`config.mk`:
```
export PLATFORM = sky130hd
export DESIGN_NAME = lexical_token_scanner_core_flat
export DESIGN_NICKNAME = d
export VERILOG_FILES = /design/src/sv/lts_pkg.sv /design/src/sv/lts_in_if.sv /design/src/sv/lts_out_if.sv /design/src/sv/lts_scan.sv /design/src/sv/lts_rq.sv /design/src/sv/lexical_token_scanner_core.sv /design/src/flat_wrapper.sv
export VERILOG_INCLUDE_DIRS = /design/src /design/src/sv
export SDC_FILE = /design/constraint.sdc
export NUM_CORES = 1
export LEC_CHECK = 0
export CORE_AREA = 2 2 211 213
export DETAILED_ROUTE_END_ITERATION = 6
export DIE_AREA = 0 0 213 215
export DONT_BUFFER_PORTS = 1
export GPL_ROUTABILITY_DRIVEN = 0
export REMOVE_ABC_BUFFERS = 1
export SYNTH_ARGS = -nofsm -noshare
export SYNTH_HDL_FRONTEND = slang
export SYNTH_SLANG_ARGS = --single-unit
```
`constraint.sdc`:
```
create_clock -name clk -period 7.6 [get_ports clk]
set_clock_uncertainty 0.05 [all_clocks]
set_input_delay 0.38 -clock clk [delete_from_list [all_inputs] [get_ports clk]]
set_output_delay 0.38 -clock clk [all_outputs]
set_load 0.01 [all_outputs]
```
`src/sv/lexical_token_scanner_core_assert.svh`:
```
// ----------------------------------------------------------------------------
// lexical_token_scanner_core_assert
// Assertion macros shared by the scanner modules.
// ----------------------------------------------------------------------------
`ifndef LEXICAL_TOKEN_SCANNER_CORE_ASSERT_SVH
`define LEXICAL_TOKEN_SCANNER_CORE_ASSERT_SVH

// Same-cycle implication, checked outside reset.
`define LTS_ASSERT_NOW(label, clk, rst_n, ante, cons) \
  label: assert property (@(posedge clk) disable iff (!rst_n) (ante) |-> (cons)) \
    else $error("lexical token scanner check failed");

// Next-cycle implication, checked outside reset.
`define LTS_ASSERT_NEXT(label, clk, rst_n, ante, cons) \
  label: assert property (@(posedge clk) disable iff (!rst_n) (ante) |=> (cons)) \
    else $error("lexical token scanner check failed");

`endif

```
`src/sv/lts_pkg.sv`:
```
// ----------------------------------------------------------------------------
// lts_pkg
// Token codes, character constants, keyword tables and the result types
// shared by the lexical token scanner modules.
// ----------------------------------------------------------------------------
package lts_pkg;

  // Token kinds.
  localparam logic [3:0] TK_IDENT   = 4'd0;
  localparam logic [3:0] TK_NUMBER  = 4'd1;
  localparam logic [3:0] TK_KEYWORD = 4'd2;
  localparam logic [3:0] TK_RELOP   = 4'd3;
  localparam logic [3:0] TK_ASSIGN  = 4'd4;
  localparam logic [3:0] TK_PUNCT   = 4'd5;
  localparam logic [3:0] TK_BAR     = 4'd6;
  localparam logic [3:0] TK_BARBAR  = 4'd7;
  localparam logic [3:0] TK_AMP     = 4'd8;
  localparam logic [3:0] TK_AMPAMP  = 4'd9;
  localparam logic [3:0] TK_SLASH   = 4'd10;
  localparam logic [3:0] TK_ERROR   = 4'd11;

  // Relational operator details.
  localparam logic [7:0] RO_LT = 8'd0;
  localparam logic [7:0] RO_LE = 8'd1;
  localparam logic [7:0] RO_NE = 8'd2;
  localparam logic [7:0] RO_GT = 8'd3;
  localparam logic [7:0] RO_GE = 8'd4;
  localparam logic [7:0] RO_EQ = 8'd5;

  // Characters with a meaning of their own.
  localparam logic [7:0] CH_SP    = 8'h20;
  localparam logic [7:0] CH_TAB   = 8'h09;
  localparam logic [7:0] CH_NL    = 8'h0A;
  localparam logic [7:0] CH_LT    = "<";
  localparam logic [7:0] CH_GT    = ">";
  localparam logic [7:0] CH_EQ    = "=";
  localparam logic [7:0] CH_BAR   = "|";
  localparam logic [7:0] CH_AMP   = "&";
  localparam logic [7:0] CH_SLASH = "/";
  localparam logic [7:0] CH_STAR  = "*";
  localparam logic [7:0] CH_DOT   = ".";
  localparam logic [7:0] CH_EXP   = "E";
  localparam logic [7:0] CH_PLUS  = "+";
  localparam logic [7:0] CH_MINUS = "-";
  localparam logic [7:0] CH_BANG  = "!";
  localparam logic [7:0] CH_COMMA = ",";
  localparam logic [7:0] CH_SEMI  = ";";
  localparam logic [7:0] CH_LPAR  = "(";
  localparam logic [7:0] CH_RPAR  = ")";
  localparam logic [7:0] CH_LBRC  = "{";
  localparam logic [7:0] CH_RBRC  = "}";
  localparam logic [7:0] CH_HASH  = "#";

  // Keywords, right aligned, with their lengths.
  localparam int KW_NUM     = 9;
  localparam int KW_MAX_LEN = 8;
  localparam logic [KW_NUM-1:0] KW_ALL = '1;
  localparam logic [63:0] KW_TEXT [KW_NUM] = '{
    64'("int"), 64'("if"), 64'("while"), 64'("get"), 64'("put"),
    64'("return"), 64'("else"), 64'("include"), 64'("bool")
  };
  localparam logic [3:0] KW_LEN [KW_NUM] = '{
    4'd3, 4'd2, 4'd5, 4'd3, 4'd3, 4'd6, 4'd4, 4'd7, 4'd4
  };

  // Character p of keyword k, or zero past its end.
  function automatic logic [7:0] kw_char(input logic [3:0] k, input logic [2:0] p);
    logic [63:0] w;
    logic [3:0]  l;
    logic [2:0]  sh;
    w  = KW_TEXT[k];
    l  = KW_LEN[k];
    sh = 3'(l - 4'd1 - {1'b0, p});
    if ({1'b0, p} >= l) begin
      return 8'd0;
    end
    return 8'(w >> {sh, 3'b000});
  endfunction

  typedef struct packed {
    logic [3:0]  kind;
    logic [7:0]  detail;
    logic [7:0]  length;
    logic [15:0] line;
    logic        last;
  } lts_res_t;

  // Results produced by one scanned byte.
  typedef struct packed {
    logic [1:0] n;
    lts_res_t   r0;
    lts_res_t   r1;
  } lts_push_t;

endpackage

```
`src/sv/lts_in_if.sv`:
```
// ----------------------------------------------------------------------------
// lts_in_if
// Source byte channel: one text byte and an end-of-input mark per transaction.
// ----------------------------------------------------------------------------
interface lts_in_if;
  logic       valid;
  logic       ready;
  logic [7:0] char_byte;
  logic       end_of_input;

  modport source (output valid, char_byte, end_of_input, input ready);
  modport sink   (input valid, char_byte, end_of_input, output ready);
endinterface

```
`src/sv/lts_out_if.sv`:
```
// ----------------------------------------------------------------------------
// lts_out_if
// Token channel: one token per transaction.
// ----------------------------------------------------------------------------
interface lts_out_if;
  logic        valid;
  logic        ready;
  logic [3:0]  token_kind;
  logic [7:0]  token_detail;
  logic [7:0]  token_length;
  logic [15:0] line_number;
  logic        last_of_run;

  modport source (output valid, token_kind, token_detail, token_length, line_number,
                  last_of_run, input ready);
  modport sink   (input valid, token_kind, token_detail, token_length, line_number,
                  last_of_run, output ready);
endinterface

```
`src/sv/lts_scan.sv`:
```
// ----------------------------------------------------------------------------
// lts_scan
// Scanner state machine: consumes one byte per step and produces up to two
// tokens, including the flush at end of input.
// ----------------------------------------------------------------------------
`include "lexical_token_scanner_core_assert.svh"

module lts_scan import lts_pkg::*; #(
  parameter int MAX_TOKEN_LEN = 255,
  parameter int LINE_BITS     = 16
) (
  input  logic       clk,
  input  logic       rst_n,
  input  logic       step,
  input  logic [7:0] char_byte,
  input  logic       end_of_input,
  output lts_push_t  push
);

  localparam int CW = $clog2(MAX_TOKEN_LEN + 1);

  typedef enum logic [4:0] {
    S_START, S_IDENT, S_INT, S_DOT, S_FRAC, S_EXP, S_EXPSIGN, S_EXPDIG,
    S_LT, S_GT, S_EQ, S_BAR, S_AMP, S_SLASH, S_BLOCK, S_STAR, S_LINEC
  } scan_st_t;

  scan_st_t              state_r, st_nxt, sb_state;
  logic [CW-1:0]         cnt_r, cnt_nxt, cnt_inc;
  logic [KW_NUM-1:0]     mask_r, mask_nxt, sb_mask;
  logic [LINE_BITS-1:0]  line_r;

  logic       is_let, is_dig, is_ws, rescan;
  logic       a_emit, b_emit, b_take, f_emit;
  logic [3:0] a_kind, b_kind, f_kind;
  logic [7:0] a_det, f_det, a_len, f_len;
  logic [11:0] id_close, id_flush;
  lts_res_t   res_a, res_b, res_f;

  // Drop keywords whose character at pos differs from ch.
  function automatic logic [KW_NUM-1:0] kw_step(input logic [KW_NUM-1:0] m,
                                                input logic [CW-1:0] pos,
                                                input logic [7:0] ch);
    logic [KW_NUM-1:0] r;
    r = m;
    for (int k = 0; k < KW_NUM; k++) begin
      if (pos >= CW'(KW_MAX_LEN) || kw_char(4'(k), pos[2:0]) != ch) begin
        r[k] = 1'b0;
      end
    end
    return r;
  endfunction

  // Kind and detail of a finished identifier; the lowest matching keyword wins.
  function automatic logic [11:0] close_ident(input logic [KW_NUM-1:0] m,
                                              input logic [CW-1:0] n);
    logic [11:0] r;
    r = {TK_IDENT, 8'd0};
    for (int k = KW_NUM - 1; k >= 0; k--) begin
      if (m[k] && n == CW'(KW_LEN[k])) begin
        r = {TK_KEYWORD, 8'(k)};
      end
    end
    return r;
  endfunction

  assign is_let  = (char_byte inside {["A":"Z"], ["a":"z"]});
  assign is_dig  = (char_byte inside {["0":"9"]});
  assign is_ws   = (char_byte inside {CH_SP, CH_TAB, CH_NL});
  assign cnt_inc = (cnt_r == CW'(MAX_TOKEN_LEN)) ? cnt_r : CW'(cnt_r + 1'b1);

  // Decode of a byte seen in the start state.
  always_comb begin
    sb_state = S_START;
    sb_mask  = KW_ALL;
    b_kind   = TK_ERROR;
    b_emit   = 1'b0;
    if (!is_ws) begin
      if (is_let) begin
        sb_state = S_IDENT;
        sb_mask  = kw_step(KW_ALL, '0, char_byte);
      end else if (is_dig) begin
        sb_state = S_INT;
      end else begin
        case (char_byte)
          CH_LT:    sb_state = S_LT;
          CH_GT:    sb_state = S_GT;
          CH_EQ:    sb_state = S_EQ;
          CH_BAR:   sb_state = S_BAR;
          CH_AMP:   sb_state = S_AMP;
          CH_SLASH: sb_state = S_SLASH;
          default: begin
            b_emit = 1'b1;
            if (char_byte inside {CH_PLUS, CH_MINUS, CH_BANG, CH_COMMA, CH_SEMI,
                                  CH_LPAR, CH_RPAR, CH_LBRC, CH_RBRC, CH_HASH}) begin
              b_kind = TK_PUNCT;
            end
          end
        endcase
      end
    end
  end

  assign id_close = close_ident(mask_r, cnt_r);

  // Transition on the current state; a byte that ends a token without
  // belonging to it is decoded again from the start state.
  always_comb begin
    st_nxt   = state_r;
    cnt_nxt  = cnt_r;
    mask_nxt = mask_r;
    a_emit   = 1'b0;
    a_kind   = TK_ERROR;
    a_det    = 8'd0;
    a_len    = 8'(cnt_r);
    rescan   = 1'b0;
    case (state_r)
      S_IDENT: begin
        if (is_let || is_dig) begin
          mask_nxt = kw_step(mask_r, cnt_r, char_byte);
          cnt_nxt  = cnt_inc;
        end else begin
          a_emit = 1'b1;
          {a_kind, a_det} = id_close;
          rescan = 1'b1;
        end
      end
      S_INT, S_FRAC: begin
        if (is_dig) begin
          cnt_nxt = cnt_inc;
        end else if (char_byte == CH_DOT && state_r == S_INT) begin
          cnt_nxt = cnt_inc;
          st_nxt  = S_DOT;
        end else if (char_byte == CH_EXP) begin
          cnt_nxt = cnt_inc;
          st_nxt  = S_EXP;
        end else begin
          a_emit = 1'b1;
          a_kind = TK_NUMBER;
          rescan = 1'b1;
        end
      end
      S_DOT: begin
        if (is_dig) begin
          cnt_nxt = cnt_inc;
          st_nxt  = S_FRAC;
        end else begin
          // The offending byte is part of the error token.
          a_emit = 1'b1;
          a_det  = char_byte;
          a_len  = 8'(cnt_inc);
          st_nxt = S_START;
        end
      end
      S_EXP, S_EXPSIGN: begin
        if (is_dig) begin
          cnt_nxt = cnt_inc;
          st_nxt  = S_EXPDIG;
        end else if (state_r == S_EXP && (char_byte == CH_PLUS || char_byte == CH_MINUS)) begin
          cnt_nxt = cnt_inc;
          st_nxt  = S_EXPSIGN;
        end else begin
          a_emit = 1'b1;
          a_det  = char_byte;
          rescan = 1'b1;
        end
      end
      S_EXPDIG: begin
        if (is_dig) begin
          cnt_nxt = cnt_inc;
        end else begin
          a_emit = 1'b1;
          a_kind = TK_NUMBER;
          rescan = 1'b1;
        end
      end
      S_LT: begin
        a_emit = 1'b1;
        a_kind = TK_RELOP;
        if (char_byte == CH_EQ) begin
          a_det  = RO_LE;
          a_len  = 8'd2;
          st_nxt = S_START;
        end else if (char_byte == CH_GT) begin
          a_det  = RO_NE;
          a_len  = 8'd2;
          st_nxt = S_START;
        end else begin
          a_det  = RO_LT;
          rescan = 1'b1;
        end
      end
      S_GT: begin
        a_emit = 1'b1;
        a_kind = TK_RELOP;
        if (char_byte == CH_EQ) begin
          a_det  = RO_GE;
          a_len  = 8'd2;
          st_nxt = S_START;
        end else begin
          a_det  = RO_GT;
          rescan = 1'b1;
        end
      end
      S_EQ: begin
        a_emit = 1'b1;
        if (char_byte == CH_EQ) begin
          a_kind = TK_RELOP;
          a_det  = RO_EQ;
          a_len  = 8'd2;
          st_nxt = S_START;
        end else begin
          a_kind = TK_ASSIGN;
          rescan = 1'b1;
        end
      end
      S_BAR: begin
        a_emit = 1'b1;
        if (char_byte == CH_BAR) begin
          a_kind = TK_BARBAR;
          a_len  = 8'd2;
          st_nxt = S_START;
        end else begin
          a_kind = TK_BAR;
          rescan = 1'b1;
        end
      end
      S_AMP: begin
        a_emit = 1'b1;
        if (char_byte == CH_AMP) begin
          a_kind = TK_AMPAMP;
          a_len  = 8'd2;
          st_nxt = S_START;
        end else begin
          a_kind = TK_AMP;
          rescan = 1'b1;
        end
      end
      S_SLASH: begin
        if (char_byte == CH_STAR) begin
          st_nxt = S_BLOCK;
        end else if (char_byte == CH_SLASH) begin
          st_nxt = S_LINEC;
        end else begin
          a_emit = 1'b1;
          a_kind = TK_SLASH;
          rescan = 1'b1;
        end
      end
      S_BLOCK: begin
        if (char_byte == CH_STAR) begin
          st_nxt = S_STAR;
        end
      end
      S_STAR: begin
        if (char_byte == CH_SLASH) begin
          st_nxt = S_START;
        end else if (char_byte != CH_STAR) begin
          st_nxt = S_BLOCK;
        end
      end
      S_LINEC: begin
        if (char_byte == CH_NL) begin
          st_nxt = S_START;
        end
      end
      default: rescan = 1'b1;
    endcase
    if (rescan) begin
      st_nxt   = sb_state;
      cnt_nxt  = CW'(1);
      mask_nxt = sb_mask;
    end
  end

  // A start-state token counts only when the byte is actually decoded afresh.
  assign b_take   = rescan && b_emit;
  assign id_flush = close_ident(mask_nxt, cnt_nxt);

  // End-of-input flush of whatever token is still pending.
  always_comb begin
    f_emit = end_of_input;
    f_kind = TK_ERROR;
    f_det  = 8'd0;
    f_len  = 8'd1;
    case (st_nxt)
      S_IDENT: begin
        {f_kind, f_det} = id_flush;
        f_len = 8'(cnt_nxt);
      end
      S_INT, S_FRAC, S_EXPDIG: begin
        f_kind = TK_NUMBER;
        f_len  = 8'(cnt_nxt);
      end
      S_DOT, S_EXP, S_EXPSIGN: f_len = 8'(cnt_nxt);
      S_LT: f_kind = TK_RELOP;
      S_GT: begin
        f_kind = TK_RELOP;
        f_det  = RO_GT;
      end
      S_EQ:    f_kind = TK_ASSIGN;
      S_BAR:   f_kind = TK_BAR;
      S_AMP:   f_kind = TK_AMP;
      S_SLASH: f_kind = TK_SLASH;
      default: f_emit = 1'b0;
    endcase
  end

  always_comb begin
    res_a = '{kind: a_kind, detail: a_det, length: a_len, line: 16'(line_r), last: 1'b0};
    res_b = '{kind: b_kind, detail: char_byte, length: 8'd1, line: 16'(line_r),
              last: 1'b0};
    res_f = '{kind: f_kind, detail: f_det, length: f_len, line: 16'(line_r), last: 1'b0};
    push.n  = step ? 2'(a_emit) + 2'(b_take) + 2'(f_emit) : 2'd0;
    push.r0 = a_emit ? res_a : (b_take ? res_b : res_f);
    push.r1 = b_take ? res_b : res_f;
    push.r0.last = (push.n == 2'd1);
    push.r1.last = 1'b1;
  end

  always_ff @(posedge clk) begin
    if (!rst_n) begin
      state_r <= S_START;
      cnt_r   <= '0;
      mask_r  <= KW_ALL;
      line_r  <= LINE_BITS'(1);
    end else if (step) begin
      if (end_of_input) begin
        state_r <= S_START;
        cnt_r   <= '0;
        mask_r  <= KW_ALL;
        line_r  <= LINE_BITS'(1);
      end else begin
        state_r <= st_nxt;
        cnt_r   <= cnt_nxt;
        mask_r  <= mask_nxt;
        if (char_byte == CH_NL) begin
          line_r <= LINE_BITS'(line_r + 1'b1);
        end
      end
    end
  end

  // A byte that makes a token in the start state leaves nothing to flush.
  `LTS_ASSERT_NOW(a_no_third_result, clk, rst_n, step, !(b_take && f_emit))
  `LTS_ASSERT_NEXT(a_eoi_restart, clk, rst_n, step && end_of_input,
                   state_r == S_START && line_r == LINE_BITS'(1))

endmodule

```
`src/sv/lts_rq.sv`:
```
// ----------------------------------------------------------------------------
// lts_rq
// Four-entry result queue; takes up to two tokens per cycle and hands out
// one token per transaction.
// ----------------------------------------------------------------------------
`include "lexical_token_scanner_core_assert.svh"

module lts_rq import lts_pkg::*; (
  input  logic      clk,
  input  logic      rst_n,
  input  lts_push_t push,
  output logic      room,
  output logic      out_valid,
  input  logic      out_ready,
  output lts_res_t  out_res
);

  localparam int DEPTH = 4;
  localparam int AW    = $clog2(DEPTH);

  lts_res_t        mem_r [DEPTH];
  logic [AW-1:0]   wr_ptr_r, rd_ptr_r;
  logic [AW:0]     cnt_r;
  logic            pop;

  assign out_valid = (cnt_r != '0);
  assign out_res   = mem_r[rd_ptr_r];
  assign pop       = out_valid && out_ready;
  // Room for the two results that a single byte may produce.
  assign room      = (cnt_r <= (AW+1)'(DEPTH - 2));

  always_ff @(posedge clk) begin
    if (push.n != 2'd0) begin
      mem_r[wr_ptr_r] <= push.r0;
    end
    if (push.n == 2'd2) begin
      mem_r[AW'(wr_ptr_r + 1'b1)] <= push.r1;
    end
  end

  always_ff @(posedge clk) begin
    if (!rst_n) begin
      wr_ptr_r <= '0;
      rd_ptr_r <= '0;
      cnt_r    <= '0;
    end else begin
      wr_ptr_r <= AW'(wr_ptr_r + push.n);
      if (pop) begin
        rd_ptr_r <= AW'(rd_ptr_r + 1'b1);
      end
      cnt_r <= (AW+1)'(cnt_r + push.n - pop);
    end
  end

  `LTS_ASSERT_NOW(a_push_fits, clk, rst_n, push.n != 2'd0,
                  cnt_r <= (AW+1)'(DEPTH - 2))
  `LTS_ASSERT_NEXT(a_count_holds, clk, rst_n, push.n == 2'd0 && !pop,
                   cnt_r == $past(cnt_r))

endmodule

```
`src/sv/lexical_token_scanner_core.sv`:
```
// ----------------------------------------------------------------------------
// lexical_token_scanner_core
// Byte-stream lexer: one source byte in, zero to two tokens out.
// ----------------------------------------------------------------------------
// The core takes one source byte per clock while the queue has room. Each
// accepted byte waits in an input register and is scanned in a cycle in which
// the queue has room; its tokens are written into a four-entry result queue
// at the end of that cycle and are offered at the output from the next one.
// A byte that closes a token and forms one itself, or a final byte whose
// flush adds a token, produces two tokens; the queue hands out one token per
// transaction, and a byte leaves the input register only while the queue has
// two free entries. With the output taking a token every cycle and one token
// per byte, the sustained rate is one byte per cycle.
module lexical_token_scanner_core import lts_pkg::*; #(
  parameter int MAX_TOKEN_LEN = 255,
  parameter int LINE_BITS     = 16
) (
  input  logic        clk,
  input  logic        rst_n,
  lts_in_if.sink      in_if,
  lts_out_if.source   out_if
);

  logic       stg_vld_r;
  logic [7:0] stg_byte_r;
  logic       stg_eoi_r;
  logic       room, stg_fire;
  lts_push_t  push;
  lts_res_t   head;

  assign stg_fire    = stg_vld_r && room;
  assign in_if.ready = !stg_vld_r || stg_fire;

  always_ff @(posedge clk) begin
    if (!rst_n) begin
      stg_vld_r <= 1'b0;
    end else if (in_if.ready) begin
      stg_vld_r <= in_if.valid;
    end
  end

  always_ff @(posedge clk) begin
    if (in_if.ready && in_if.valid) begin
      stg_byte_r <= in_if.char_byte;
      stg_eoi_r  <= in_if.end_of_input;
    end
  end

  lts_scan #(
    .MAX_TOKEN_LEN (MAX_TOKEN_LEN),
    .LINE_BITS     (LINE_BITS)
  ) u_scan (
    .clk          (clk),
    .rst_n        (rst_n),
    .step         (stg_fire),
    .char_byte    (stg_byte_r),
    .end_of_input (stg_eoi_r),
    .push         (push)
  );

  lts_rq u_rq (
    .clk       (clk),
    .rst_n     (rst_n),
    .push      (push),
    .room      (room),
    .out_valid (out_if.valid),
    .out_ready (out_if.ready),
    .out_res   (head)
  );

  assign out_if.token_kind   = head.kind;
  assign out_if.token_detail = head.detail;
  assign out_if.token_length = head.length;
  assign out_if.line_number  = head.line;
  assign out_if.last_of_run  = head.last;

endmodule
```
`src/flat_wrapper.sv`:
```
// flat-port wrapper written by rule: the top's interface ports become plain ports
module lexical_token_scanner_core_flat import lts_pkg::*;
#(
  parameter int MAX_TOKEN_LEN = 255,
  parameter int LINE_BITS     = 16
)
  (clk, rst_n, in_if_valid, in_if_char_byte, in_if_end_of_input, in_if_ready, out_if_valid, out_if_token_kind, out_if_token_detail, out_if_token_length, out_if_line_number, out_if_last_of_run, out_if_ready);
  lts_in_if in_if_i ();
  lts_out_if out_if_i ();
  input  logic clk;
  input  logic rst_n;
  input wire logic [$bits(in_if_i.valid)-1:0] in_if_valid;
  input wire logic [$bits(in_if_i.char_byte)-1:0] in_if_char_byte;
  input wire logic [$bits(in_if_i.end_of_input)-1:0] in_if_end_of_input;
  output wire logic [$bits(in_if_i.ready)-1:0] in_if_ready;
  output wire logic [$bits(out_if_i.valid)-1:0] out_if_valid;
  output wire logic [$bits(out_if_i.token_kind)-1:0] out_if_token_kind;
  output wire logic [$bits(out_if_i.token_detail)-1:0] out_if_token_detail;
  output wire logic [$bits(out_if_i.token_length)-1:0] out_if_token_length;
  output wire logic [$bits(out_if_i.line_number)-1:0] out_if_line_number;
  output wire logic [$bits(out_if_i.last_of_run)-1:0] out_if_last_of_run;
  input wire logic [$bits(out_if_i.ready)-1:0] out_if_ready;
  assign in_if_i.valid = in_if_valid;
  assign in_if_i.char_byte = in_if_char_byte;
  assign in_if_i.end_of_input = in_if_end_of_input;
  assign in_if_ready = in_if_i.ready;
  assign out_if_valid = out_if_i.valid;
  assign out_if_token_kind = out_if_i.token_kind;
  assign out_if_token_detail = out_if_i.token_detail;
  assign out_if_token_length = out_if_i.token_length;
  assign out_if_line_number = out_if_i.line_number;
  assign out_if_last_of_run = out_if_i.last_of_run;
  assign out_if_i.ready = out_if_ready;
  lexical_token_scanner_core #(.MAX_TOKEN_LEN(MAX_TOKEN_LEN), .LINE_BITS(LINE_BITS)) u_core (.clk(clk), .rst_n(rst_n), .in_if(in_if_i), .out_if(out_if_i));
endmodule
```
==> results of run 1 <==
==> kinds of logic after synthesis <==
logic type / Yosys count / share of synthesized area [%]
buffers and inverters: 119 / 3.62
flip-flops: 205 / 43.7
AO/OA/AOI/OAI: 349 / 17.7
multiplexers: 53 / 7.91
XOR/XNOR: 42 / 2.85
adder cells (fa/ha/maj): 25 / 2.54
AND/OR/NAND/NOR: 512 / 21.7
==> repair_timing <==
| action | 4_1_cts | 5_1_grt |
|---|---|---|
| hold buffers | 11 | 0 |
| setup buffers | 0 | 0 |
| hold endpoints to repair | 34 | 0 |
==> sequential cells by signal, summed over array words and instances, names as in the netlist, named ones only <==
register	flops
u_core.u_scan.cnt_r	8
u_core.u_scan.state_r	5
u_core.u_rq.rd_ptr_r	2
u_core.stg_byte_r	8
u_core.u_rq.mem_r	148
u_core.u_rq.cnt_r	3
u_core.u_scan.mask_r	9
u_core.u_scan.line_r	16
u_core.u_rq.wr_ptr_r	2
u_core.stg_vld_r	1
u_core.stg_eoi_r	1
==> power by group through the flow <==
stage / combinational [mW] / sequential, mW / clock, mW
detailed placement: 0.688 / 1.36 / 0
floorplan: 0.465 / 1.38 / 0
global route: 0.756 / 1.35 / 1.22
finish: 0.686 / 1.34 / 1.16
CTS: 0.698 / 1.34 / 1.18
global placement: 0.680 / 1.36 / 0
==> through the flow <==
stage	std cells	total power [mW]	utilization, %	setup slack [ns]	instance area [um2]
final	1878	3.19	32.8	1.09	14300
after global routing	1878	3.32	32.8	0.763	14300
after CTS	1878	3.22	32.8	1.24	14300
after detailed placement	1825	2.05	30.8	1.25	13400
after global placement	1825	2.04	30.8	1.38	13400
after floorplan	1214	1.84	-	1.15	12500
==> synth_stat cells (5+ instances only) <==
library cell,count
edfxtp_1,153
nand2_1,100
and2_1,99
nor2_1,89
clkbuf_1,76
a21oi_1,74
o21ai_0,68
dfxtp_1,52
o22ai_1,51
nor3_1,38
mux4_2,37
nor2b_1,29
inv_1,26
xnor2_1,25
nand3_1,24
ha_1,23
a22oi_1,21
a31oi_1,20
or3_1,20
nor4_1,18
nand4_1,17
xor2_1,17
nand2b_1,14
o211ai_1,14
or2_2,13
mux2i_1,9
and3_1,8
buf_1,8
o21a_1,8
a21boi_0,7
a211oi_1,6
a32oi_1,6
and4_1,6
nor3b_1,6
o221ai_1,6
o31ai_1,6
and3b_1,5
o2bb2ai_1,5
==> final timing paths <==
check,start,to,slack (ns),cells past startpoint
worst max-delay path,u_core.u_scan.state_r[1]$_SDFFE_PN0P_,u_core.u_rq.mem_r[2][7]$_DFFE_PP_,1.09,13
worst min-delay path,rst_n,u_core.u_scan.mask_r[8]$_SDFFE_PN1P_,0.23,2
worst max register to register,u_core.u_scan.state_r[1]$_SDFFE_PN0P_,u_core.u_rq.mem_r[2][7]$_DFFE_PP_,1.09,13
worst min register to register,u_core.u_scan.mask_r[8]$_SDFFE_PN1P_,u_core.u_scan.mask_r[8]$_SDFFE_PN1P_,0.44,2
==> layer usage <==
layer	global-route usage, %	share of wire (%)
met4	5.52	3.5
met1	22.3	41
met2	26.6	45
met3	4.28	9.6
met5	0	0
==> critical path, cell delays in order (launching register included) <==
cell      delay [ns]
dfxtp_1         0.59
or3b_2          0.61
nor3_1          0.59
o211ai_1        0.40
and4_1          0.38
nand2_2         0.32
mux2_2          0.46
nor2_1          0.14
a31oi_1         0.15
fa_1            0.69
o21ai_1         0.21
or3b_2          0.72
nand2_2         0.46
buf_4           0.35
==> cell type report <==
| class | count | share of cell area [%] |
|---|---|---|
| Inverter | 28 | 0.735 |
| Multi-Input combinational cell | 981 | 47.5 |
| Sequential cell | 205 | 39.4 |
| Timing Repair Buffer | 30 | 1.77 |
| Clock inverter | 9 | 0.682 |
| Tap cell | 592 | 5.18 |
| Clock buffer | 33 | 4.72 |
==> qor.csv, run 1 <==
stage;metric;value;unit
finish;antennaDiodeCount;0;
logic_synthesis;postSynth.asyncResetShare;0;%
route;viasPerCell;5.70;
logic_synthesis;synth.top_cell.area_share;35.6;%
critical_path;endpoint_kind;flop;
power;comb_power_share;21.5;%
placed_design;port_buffers;0;
power;seq_power_share;42.1;%
timing;final-setup-viol-count;0;
logic_synthesis;ys_seq_elements;205;
route;dr_total_vias;10700;
global_route;antenna_found_initial;0;
logic_synthesis;synth_cell_types;89;
global_route;grt_max_degree;53;
logic_synthesis;ys.flop_type;edfxtp_1;
timing;layout_min_cycle_time;6.51;ns
logic_synthesis;synth.area.top_cells;edfxtp_1, dfxtp_1, mux4_2, and2_1, nand2_1;
power;powerDensity;223;nW/um2
route;drt_iter0_markers;1425;
run_status;violations;design-rule violations;
critical_path;path_max_fanout;23;
die;core;43600;um2
global_route;grt_pass1_vias;10100;
timing;final.setup.tns;0;ns
finish;final_common_cell;edfxtp_1;
cts;clockBufferDepth;3;
finish;fin_nets;1307;
finish;final_cell_mix;edfxtp_1, and2_1, nand2_1;
cts;htreeDepth;1;
timing;tightest_slew;1.02;ns
finish;syn_to_final_growth;11.0;%
cts;clk_pin_slew;0.07;ns
placed_design;dp_hpwl;27.5;mm
logic_synthesis;ys_seq_area_share;43.7;%
finish;fillers;4427;
power;clockPowerShare;36.4;%
logic_synthesis;synthesis.area;12900;um2
global_route;grt_overflow;0;
cts;cts_sinks;205;
logic_synthesis;synth-edff-count;153;
die;io_pins;52;
logic_synthesis;ys.warnings.count;0;
route;drt_first_pass_iters;7;
critical_path;critPathRequiredTime;7.77;ns
run_status;outcome;finished, violations left;
finish;seq_area;5640;um2
power;swShare;30.9;%
flow_run;maxCapViolCount;0;
timing;hold_viol;0;
critical_path;cp.arrival;6.67;ns
power;irDropWorstVdd;0.148;mV
die;die_h;215;um
die;start_util;29.5;%
finish;final_layout_size_suffix_gt1_share;10.4;%
power;internal_power;2.20;mW
timing;hold_ws;0.226;ns
cts;ctsResizeCount;0;
timing;rsz0062_at_grt;false;
timing;max-slew-margin-rel;31.9;%
route;wl;38.9;mm
logic_synthesis;syn_avg_cell_area;9.88;um2
timing;final_max_slew_viol_count;0;
die;die_w;213;um
cts;numCtsBuffers;23;
global_route;grt_pass1_wl;60.6;mm
timing;fin_crit_sh;85.6;%
power;p_leak;4.67;nW
timing;clock.fmax;154;MHz
die;rows;77;
power;switching_power;0.985;mW
route;route.antenna.remaining_nets;0;
die;dieArea;45800;um2
critical_path;worstSetupPathType;reg -> reg;
cts;cts_tree;built;
logic_synthesis;syn_inst;1305;
critical_path;worstSetupStartpointType;flop;
cts;clk_latency;0.55;ns
route;wl_per_cell;20.7;um
worst_hold_path;hold_class;in -> reg;
finish;multiInputGateArea;6800;um2
route;drc_errors;5;
cts;cts-root-buf;clkbuf_16;
global_route;grt_util_all_layers;16.8;%
logic_synthesis;yosys.area.top_type;edfxtp_1;
(Power assumes the default switching activity.)
==> inputs of run 2 (changes only) <==
--- a/config.mk
+++ b/config.mk
@@ -6,9 +6,10 @@
 export SDC_FILE = /design/constraint.sdc
 export NUM_CORES = 1
 export LEC_CHECK = 0
-export CORE_AREA = 2 2 211 213
+export CORE_AREA = 2 2 271 166
+export CTS_BUF_LIST = sky130_fd_sc_hd__clkbuf_2
 export DETAILED_ROUTE_END_ITERATION = 6
-export DIE_AREA = 0 0 213 215
+export DIE_AREA = 0 0 273 168
 export DONT_BUFFER_PORTS = 1
 export GPL_ROUTABILITY_DRIVEN = 0
 export REMOVE_ABC_BUFFERS = 1
==> run 2 against run 1 <==
Net effect: the run now ends clean; sequential power about the same; clock power down 33%; maximum frequency down 6.7%; critical path type unchanged; critical endpoint is now u_core.u_rq.mem_r[3][5]$_DFFE_PP_; highest routed layer is now met5.
==> qor.csv, run 2 (synthesis gave the netlist of run 1 again) <==
stage;metric;value;unit;change
finish;final_layout_size_suffix_gt1_share;14.1;%;+3.7 points
die;core;43800;um2;+0.46%
worst_hold_path;hold_class;in -> reg;;
die;rows;60;;-22%
power;switching_power;0.972;mW;-1.3%
critical_path;startpoint;u_core.stg_byte_r[5]$_DFFE_PP_;;
die;dieArea;45900;um2;+0.15%
route;wl_per_cell;21.8;um;+5.4%
critical_path;crit_chain;or4b_4 -> or4_4 -> nand4_2 -> and4_1 -> nand2_2 -> mux2_2 -> nor2_1 -> a31oi_1 -> fa_1 -> o21ai_1 -> or2_2 -> nand2_2 -> buf_4 -> and2_1;;
cts;cts_sinks;205;;unchanged
placed_design;placed_area;13500;um2;+0.69%
cts;htreeDepth;2;;+1
critical_path;cp.arrival;7.49;ns;+0.82 ns
finish;top_register;u_core.u_rq.mem_r;;
critical_path;critPathRequiredTime;8.11;ns;+0.34 ns
power;powerDensity;201;nW/um2;-9.8%
power;p_leak;4.71;nW;+0.92%
cts;clockBufferDepth;3;;unchanged
placed_design;port_buffers;0;;unchanged
timing;max-slew-margin-rel;21.0;%;-11 points
finish;final_common_cell;edfxtp_1;;
cts;holdBufCountCts;12;;+1
finish;largest_reg_flops;148;;unchanged
timing;layout_min_cycle_time;6.97;ns;+0.465 ns
finish;syn_to_final_growth;9.47;%;
global_route;grt_pass1_wl;63.1;mm;+4.2%
timing;final-setup-viol-count;0;;unchanged
route;drt_iter0_markers;1632;;+15%
timing;clock.fmax;143;MHz;-6.7%
critical_path;path_max_fanout;42;;+83%
cts;clk_latency;0.88;ns;+0.33 ns
cts;numCtsBuffers;47;;+100%
global_route;antenna_found_initial;2;;+2
cts;clk_pin_slew;0.12;ns;+0.05 ns
critical_path;cpPeakStageDelay;0.86;ns;+0.14 ns
power;seq_power_share;46.9;%;+4.8 points
placed_design;dp_hpwl;30.7;mm;+11%
cts;cts_tree;built;;
critical_path;slowest_stage;edfxtp_1;;
route;drc_errors;0;;-5
route;viasPerCell;5.86;;+2.8%
global_route;grt_overflow;0;;unchanged
route;route.antenna.remaining_nets;0;;unchanged
global_route;grt_max_degree;48;;-9.4%
finish;fin_cells;1934;;+3.0%
critical_path;crit-reg2reg-launch;u_core.stg_byte_r[5]$_DFFE_PP_;;
finish;fin_nets;1344;;+2.8%
route;drt_first_pass_iters;6;;-1
critical_path;worstSetupPathType;reg -> reg;;
route;wl;42.2;mm;+8.5%
timing;hold_viol;0;;unchanged
critical_path;endpoint_kind;flop;;
run_status;outcome;completed;;
die;die_w;273;um;+28%
critical_path;worstSetupStartpointType;flop;;
route;dr_total_vias;11300;;+5.9%
timing;fin_crit_sh;91.7;%;+6.1 points
worst_hold_path;hold_start;in_if_char_byte[4];;
cts;cts-root-buf;clkbuf_2;;
global_route;grt_util_all_layers;17.9;%;+1.1 points
finish;top_regs;u_core.u_rq.mem_r: 148 flops, u_core.u_scan.line_r: 16 flops, u_core.u_scan.mask_r: 9 flops;;
power;irDropWorstVdd;0.143;mV;-3.1%
power;internal_power;1.86;mW;-15%
global_route;grt_pass1_vias;10300;;+1.4%
timing;rsz0062_at_grt;false;;
power;swShare;34.3;%;+3.4 points
timing;hold_ws;0.0747;ns;-0.151 ns
critical_path;critical_path.most_common_cell;nand2_2;;
cts;cts_setup_buffers;0;;unchanged
timing;final.setup.tns;0;ns;unchanged
die;io_pins;52;;unchanged
cts;ctsResizeCount;0;;unchanged
timing;final_max_slew_viol_count;0;;unchanged
power;comb_power_share;25.7;%;+4.2 points
die;start_util;29.4;%;-0.13 points
finish;final_area;14100;um2;-1.4%
placed_design;dpl.cell_count;1834;;+0.49%
finish;fillers;4512;;+1.9%
finish;final_cell_mix;edfxtp_1, and2_1, nand2_1;;
timing;tightest_slew;1.17;ns;+0.153 ns
flow_run;maxCapViolCount;0;;unchanged
power;clockPowerShare;27.4;%;-9.0 points
die;die_h;168;um;-22%
run 2: worst paths after layout:
path | end | slack (ns) | cells after the start
min reg2reg | u_core.u_rq.mem_r[1][0]$_SDFFE_PP1P_ | 0.47 | 2
min | u_core.stg_byte_r[4]$_DFFE_PP_ | 0.07 | 1
max | u_core.u_rq.mem_r[3][5]$_DFFE_PP_ | 0.63 | 14
max reg2reg | u_core.u_rq.mem_r[3][5]$_DFFE_PP_ | 0.63 | 14
run 2: per-stage QoR:
step	utilization (%)	setup WS [ns]	power, mW
after floorplan	-	1.15	1.84
after global placement	30.8	1.22	2.06
after detailed placement	30.8	0.981	2.07
after CTS	32.2	0.890	2.85
after global routing	32.2	0.296	2.96
final	32.2	0.629	2.84
run 2: layout make-up:
type | count | area [um2] | share of cell area (%)
inverters | 28 | 105 | 0.745
multi-input cells | 981 | 6810 | 48.2
repair buffers | 43 | 353 | 2.50
clock buffers | 73 | 365 | 2.59
well taps | 589 | 737 | 5.22
diodes | 2 | 5.00 | 0.0355
flip-flops and latches | 205 | 5640 | 40.0
clock inverters | 13 | 104 | 0.736
run 2: per-layer routing:
| layer | GRT usage (%) | up-vias | share of wire [%] |
|---|---|---|---|
| met5 | 0 | - | 0.038 |
| met1 | 27.7 | 5425 | 46 |
| li1 | - | 4982 | - |
| met3 | 7.94 | 92 | 16 |
| met2 | 21.8 | 824 | 36 |
| met4 | 4.23 | 2 | 2.0 |
run 2: power groups by stage:
stage | sequential (mW) | combinational [mW] | clock [mW]
after floorplan | 1.38 | 0.465 | 0
after global placement | 1.35 | 0.715 | 0
after detailed placement | 1.35 | 0.720 | 0
after CTS | 1.33 | 0.730 | 0.793
after global routing | 1.34 | 0.787 | 0.842
final | 1.33 | 0.730 | 0.776
run 2: worst max-delay path: cells and delay by family (launching register included):
family	cells	cell delay, ns
simple gates	9	3.37
compound gates	2	0.88
flops	1	0.86
fa+ha+maj	1	0.63
buf+inv	1	0.44
mux	1	0.42
